[src/rtl/core/nspc_pkg.sv]
`timescale 1ns / 1ps
// shared types and fixed widths for the nearest-site pixel color core
// no dependencies
package nspc_pkg;

  localparam int IDX_W   = 6;   // site index field and nearest index
  localparam int COUNT_W = 7;   // site count register
  localparam int CHAN_W  = 8;   // one color channel
  localparam int COLOR_W = 3 * CHAN_W;

  // control bits that ride along with each word through the chain
  typedef struct packed {
    logic valid;
    logic query;   // 1 query a pixel, 0 load a site
    logic found;   // some site already matched this query
  } ctrl_t;

endpackage

[src/rtl/core/nspc_cell.sv]
`timescale 1ns / 1ps
// one chain cell: holds one site, computes the squared distance, keeps the best
// depends on nspc_pkg
module nspc_cell #(
  parameter int I       = 0,
  parameter int COORD_W = 10,
  parameter int DIST_W  = 21
) (
  input  logic                         clk,
  input  logic                         rst,
  input  logic                         en,
  input  logic [nspc_pkg::COUNT_W-1:0] site_count,
  input  nspc_pkg::ctrl_t              ctrl_in,
  input  logic [nspc_pkg::IDX_W-1:0]   idx_in,
  input  logic [COORD_W-1:0]           x_in,
  input  logic [COORD_W-1:0]           y_in,
  input  logic [nspc_pkg::COLOR_W-1:0] rgb_in,
  input  logic [DIST_W-1:0]            dist_in,
  output nspc_pkg::ctrl_t              ctrl_out,
  output logic [nspc_pkg::IDX_W-1:0]   idx_out,
  output logic [COORD_W-1:0]           x_out,
  output logic [COORD_W-1:0]           y_out,
  output logic [nspc_pkg::COLOR_W-1:0] rgb_out,
  output logic [DIST_W-1:0]            dist_out
);

  // site entry
  logic [COORD_W-1:0]           sx;
  logic [COORD_W-1:0]           sy;
  logic [nspc_pkg::COLOR_W-1:0] scol;

  // first stage: distance
  nspc_pkg::ctrl_t              a_ctrl;
  logic [nspc_pkg::IDX_W-1:0]   a_idx;
  logic [COORD_W-1:0]           a_x;
  logic [COORD_W-1:0]           a_y;
  logic [nspc_pkg::COLOR_W-1:0] a_rgb;
  logic [DIST_W-1:0]            a_best;
  logic [DIST_W-1:0]            a_d;

  logic [COORD_W-1:0]   dx;
  logic [COORD_W-1:0]   dy;
  logic [2*COORD_W-1:0] dx2;
  logic [2*COORD_W-1:0] dy2;
  logic [DIST_W-1:0]    d_next;
  logic                 wr;
  logic                 active;
  logic                 take;

  assign wr     = en && ctrl_in.valid && !ctrl_in.query && (int'(idx_in) == I);
  assign dx     = (x_in >= sx) ? (x_in - sx) : (sx - x_in);
  assign dy     = (y_in >= sy) ? (y_in - sy) : (sy - y_in);
  assign dx2    = dx * dx;
  assign dy2    = dy * dy;
  assign d_next = DIST_W'(dx2) + DIST_W'(dy2);

  always_ff @(posedge clk) begin
    if (wr) begin
      sx   <= x_in;
      sy   <= y_in;
      scol <= rgb_in;
    end
  end

  always_ff @(posedge clk) begin
    if (rst) begin
      a_ctrl <= '0;
    end else if (en) begin
      a_ctrl <= ctrl_in;
    end
  end

  always_ff @(posedge clk) begin
    if (en) begin
      a_idx  <= idx_in;
      a_x    <= x_in;
      a_y    <= y_in;
      a_rgb  <= rgb_in;
      a_best <= dist_in;
      a_d    <= d_next;
    end
  end

  // second stage: compare, earlier site wins a tie
  assign active = int'(site_count) > I;
  assign take   = a_ctrl.query && active && (!a_ctrl.found || (a_d < a_best));

  always_ff @(posedge clk) begin
    if (rst) begin
      ctrl_out <= '0;
    end else if (en) begin
      ctrl_out.valid <= a_ctrl.valid;
      ctrl_out.query <= a_ctrl.query;
      ctrl_out.found <= a_ctrl.found || take;
    end
  end

  always_ff @(posedge clk) begin
    if (en) begin
      x_out    <= a_x;
      y_out    <= a_y;
      idx_out  <= take ? nspc_pkg::IDX_W'(I) : a_idx;
      rgb_out  <= take ? scol : a_rgb;
      dist_out <= take ? a_d : a_best;
    end
  end

endmodule

[config.mk]
export PLATFORM = sky130hd
export DESIGN_NAME = nspc_cell
export DESIGN_NICKNAME = d
export VERILOG_FILES = /design/src/rtl/core/nspc_pkg.sv /design/src/rtl/core/nspc_cell.sv
export SDC_FILE = /design/constraint.sdc
export NUM_CORES = 1
export LEC_CHECK = 0
export BUFFER_PORTS_ARGS = -buffer_cell sky130_fd_sc_hd__buf_2
export CORE_UTILIZATION = 30
export CTS_CLUSTER_DIAMETER = 150
export CTS_CLUSTER_SIZE = 14
export DETAILED_ROUTE_END_ITERATION = 8
export GPL_TIMING_DRIVEN = 0
export SETUP_SLACK_MARGIN = 0.4
export SLEW_MARGIN = 0
export SYNTH_ARGS = -nofsm -noshare
export SYNTH_HDL_FRONTEND = slang
export SYNTH_SLANG_ARGS = --single-unit
[constraint.sdc]
create_clock -name clk -period 10.9 [get_ports clk]
set_input_delay 0 -clock clk [delete_from_list [all_inputs] [get_ports clk]]
set_output_delay 0 -clock clk [all_outputs]
set_load 0.05 [all_outputs]
Word-level counts from Yosys, hierarchy flattened
Cells that the tools add are included.

cells by class
  add/sub/neg operators = 5
  multipliers = 2
  order comparisons = 4
  muxes and demuxes = 4
  reductions and logical operators = 10

operator list
  operator            number
  $mul 10x10->20      2
  $sub 10x10->10      4
  $mux 24             1
  $add 20x20->21      1
  $lt 21x21->1        1
  $mux 21             1
  $ge 10x10->1        2
  $mux 10             2
  $gt 7x1->1 const B  1
  $logic_not 6->1     1
  $logic_and 1x1->1   5
  $logic_not 1->1     2
  $logic_or 1x1->1    2

word-level totals
  register bits after elaboration = 213
  input port bits = 84
  output and inout bits = 74
  logic and storage cells = 45

Logic depth before layout (Yosys ltp)
  depth after elaboration = 4
  mapped depth = 32
  depth with buffers taken out = 32

Least setup slack after synthesis
OpenSTA, ideal clock, no wires.

  path kind = flip-flop to flip-flop
  from = reg sx[0]
  to = reg a_d[17], data pin
  setup time = 0.266 ns
  arrival = 7.818 ns
  required time = 10.634 ns
  setup slack = 2.816 ns
  cell stages (with the launch flop) = 30
  path buffers = 0
  clock period less this slack = 8.084 ns
  path through = edfxtp_1 -> ha_1 -> inv_1 -> fa_1 -> nand3_1 -> a31oi_2 -> o41ai_4 -> mux2_4 -> xnor2_2 -> or2_2 -> fa_1 -> inv_1 -> fa_1 -> inv_1 -> fa_1 -> inv_1 -> fa_1 -> fa_1 -> fa_1 -> inv_1 -> fa_1 -> inv_1 -> ha_1 -> and4_1 -> and2_0 -> a211oi_1 -> a211oi_1 -> o21ai_0 -> a21boi_0 -> xor2_1

between the ends
  longest elaborated chain between the ends = 4
  elaborated cells on any way between the ends = 6
  classes of those cells = add/sub: 3; mul: 1; order compare: 1; mux: 1

ends and longest elaborated chain
  element                                         line             source
  start, declared                                 nspc_cell.sv:28  logic [COORD_W-1:0] sx;
  start signal, assigned                          nspc_cell.sv:59  sx <= x_in;
  $sub 10x10->10 or $ge 10x10->1 (tied branches)  nspc_cell.sv:51  assign dx = (x_in >= sx) ? (x_in - sx) : (sx - x_in);
  $mux 10 (*)                                     nspc_cell.sv:51
  $mul 10x10->20 (*)                              nspc_cell.sv:53  assign dx2 = dx * dx;
  $add 20x20->21 (*)                              nspc_cell.sv:55  assign d_next = DIST_W'(dx2) + DIST_W'(dy2);
  via d_next[17]                                  nspc_cell.sv:45  logic [DIST_W-1:0] d_next;
  end signal, assigned                            nspc_cell.sv:80  a_d <= d_next;
  end, declared                                   nspc_cell.sv:39  logic [DIST_W-1:0] a_d;

The timed path passes the listed nets; every way through them passes the cells marked *.
A chain may end at the register's enable or synchronous reset.

Worst setup path after layout
  from = reg sy[6]
  to = reg a_d[17], data pin

between the ends
  longest elaborated chain between the ends = 4
  elaborated cells on any way between the ends = 6
  classes of those cells = add/sub: 3; mul: 1; order compare: 1; mux: 1

ends and longest elaborated chain
  element                                         line             source
  start, declared                                 nspc_cell.sv:29  logic [COORD_W-1:0] sy;
  start signal, assigned                          nspc_cell.sv:60  sy <= y_in;
  $sub 10x10->10 or $ge 10x10->1 (tied branches)  nspc_cell.sv:52  assign dy = (y_in >= sy) ? (y_in - sy) : (sy - y_in);
  $mux 10 (*)                                     nspc_cell.sv:52
  $mul 10x10->20 (*)                              nspc_cell.sv:54  assign dy2 = dy * dy;
  $add 20x20->21 (*)                              nspc_cell.sv:55
  via d_next[17]                                  nspc_cell.sv:45

Marks and branches as above.

==> reports/metrics.cfg <==
[status]
status=finished clean

[worst_setup_path]
crit_slowest_cell=mux2i_1
critPathBufInv=5
cp-start-kind=flop
cpLargestDelayFamily=adder cells
worstPathRequired_ps=11150
critical_path_arrival_ps=9360
crit_type=flop to flop
cp_max_fo=10
path_common_cell=fa_1
endpoint_kind=flop
slowest_delay_ps=680

[logic_synthesis]
synthDistinctLibCells=76
ys_seq_area_frac=0.418
synth_area_leader_cell=edfxtp_1
ys_seq_elements=213
synth_top_area_frac=0.410
ys.warnings.count=0
syn_nets=1601
synth_top_cells_by_area=edfxtp_1 (41%), fa_1 (18%), ha_1 (12%)
synth-edff-count=207
netlist_instances=1238
synthArstFlopShare=0
synthFlopType=edfxtp_1
syn-cell-area_mm2=0.0152
avgSynthCellArea_um2=12.3

[placement]
dp_hpwl_mm=24.7
gp_routability_congestion=0.846
io_buffer_count=157

[floorplan]
start_util=0.303
die_area_mm2=0.0515
core-area_mm2=0.0501
die_h_um=227
ios=158
rows=82
die_w_um=227

[route]
vias=9689
ant_nets=0
routed_via_density=4.45
drt_pass1_iterations=4
wl_per_cell_um=14.7
drt_iter0_markers=354
drc_errors=0
routed_wl_mm=32.0

[timing]
fin_crit_sh=0.836
clock_skew_ps=14.4
rsz0062_at_grt=false
slew_headroom=0.439
worstMarginPinSlew_ps=819
hold_slack_ps=198
min_period_ps=9110
hold_viol=0
setup_viol=0
fmax_mhz=110
drv_slew=0

[cts]
insertion_delay_ps=510
cts_setup_buffers=0
cts_buffers=19
cts-root-buf=clkbuf_16
cts.path.max_buffers=3
cts.reportedPaths.clkPinSlew_ps=80
ctsHoldBuffers=77
cts.sink_count=213
post_cts_resized=0
cts_htree_levels=1
cts_tree=yes

[finish]
fill_cells=4957
mostFrequentLayoutCell=inv_1
fin_nets=1864
drive_gt1_frac=0.194
antenna_cells=0
multiInputGateArea_mm2=0.00779
seqCellArea_mm2=0.00634
fin_util=0.363
final_cell_mix=inv_1 (243), edfxtp_1 (207), buf_2 (168), ha_1 (144), fa_1 (135)
synthToLayoutAreaGrowth_pct=19.8

[global_routing]
gr-total-overflow=0
antenna_found_initial=0
grt_max_degree=116
grt_pass1_wl_mm=51.4
grt_pass1_vias=10200
grt_use_total=0.126

[job]
max_cap_viol_count=0

[min_path]
hold_path.class=input port to flop

-- sequential cells by signal, indices dropped and copies added, names as in the netlist --
signal    cells
a_best       21
a_d          21
idx_out       6
dist_out     21
scol         24
rgb_out      24
a_y          10
a_idx         6
sx           10
y_out        10
a_ctrl        3
ctrl_out      3
a_rgb        24
x_out        10
sy           10
a_x          10
-- final cells by class --
| class | count | area share |
|---|---|---|
| Clock buffer | 24 | 0.0272 |
| Clock inverter | 1 | 0.000895 |
| Tap cell | 672 | 0.0463 |
| Buffer | 23 | 0.00688 |
| Timing Repair Buffer | 242 | 0.0906 |
| Multi-Input combinational cell | 756 | 0.429 |
| Sequential cell | 213 | 0.349 |
| Inverter | 246 | 0.0508 |
-- per-stage QoR --
step,TNS [ps],setup slack (ps),std cells,area [um^2]
after CTS,0,1830,2177,18200
after detailed placement,0,1880,2075,16900
after global placement,-58360,-1340,2067,16800
after global routing,0,1280,2177,18200
after floorplan,0,2820,1238,15200
final,0,1790,2177,18200
-- cells by family (layout without fill, tap and decap cells) --
kind of cell               count (synthesis)  count (layout)  synth area share
DFF                                      213             213             0.418
buffers and inverters                    269             536            0.0691
muxes                                     63              63            0.0469
adders and majority gates                279             279             0.297
xor gates and xnor gates                  40              40            0.0261
AOI/OAI and AO/OA                        155             155            0.0698
and+or+nand+nor                          219             219            0.0736
-- cell usage after synthesis, types with 7 or more instances --
master    instances
nor2_1           85
inv_1           243
or2_2            13
nand2_1          25
mux2_2           47
o21a_1            7
a21o_1           26
nand2b_1         26
fa_1            135
xnor2_1          22
xor2_1           12
and2_1            9
buf_2            12
edfxtp_1        207
a21oi_1          40
mux2i_1          12
a211oi_1          7
nand3_1          10
nor2b_1           7
o21ai_0          25
nor3_1            7
ha_1            144
-- routing by layer --
| metal | wire length (um) | part of all wire | GRT usage | vias to the layer above |
|---|---|---|---|---|
| met5 | 0 | 0 | 0 | - |
| met2 | 15800 | 0.50 | 0.224 | 177 |
| li1 | - | - | - | 4671 |
| met1 | 14200 | 0.44 | 0.157 | 4803 |
| met4 | 626 | 0.020 | 0.0323 | 0 |
| met3 | 1380 | 0.043 | 0.0207 | 38 |
-- path summary, 6_finish.rpt --
| check | start | slack (ps) | to | cells past startpoint |
|---|---|---|---|---|
| setup reg to reg | sy[6] | 1790 | a_d[17] | 27 |
| setup / recovery | sy[6] | 1790 | a_d[17] | 27 |
| hold / removal | dist_in[1] | 200 | a_best[1] | 2 |
| hold reg to reg | a_y[7] | 420 | y_out[7] | 0 |
Power is left out: the tool's default activity adds up to more than one toggle a clock period on the data nets, which glitch-free logic cannot reach.
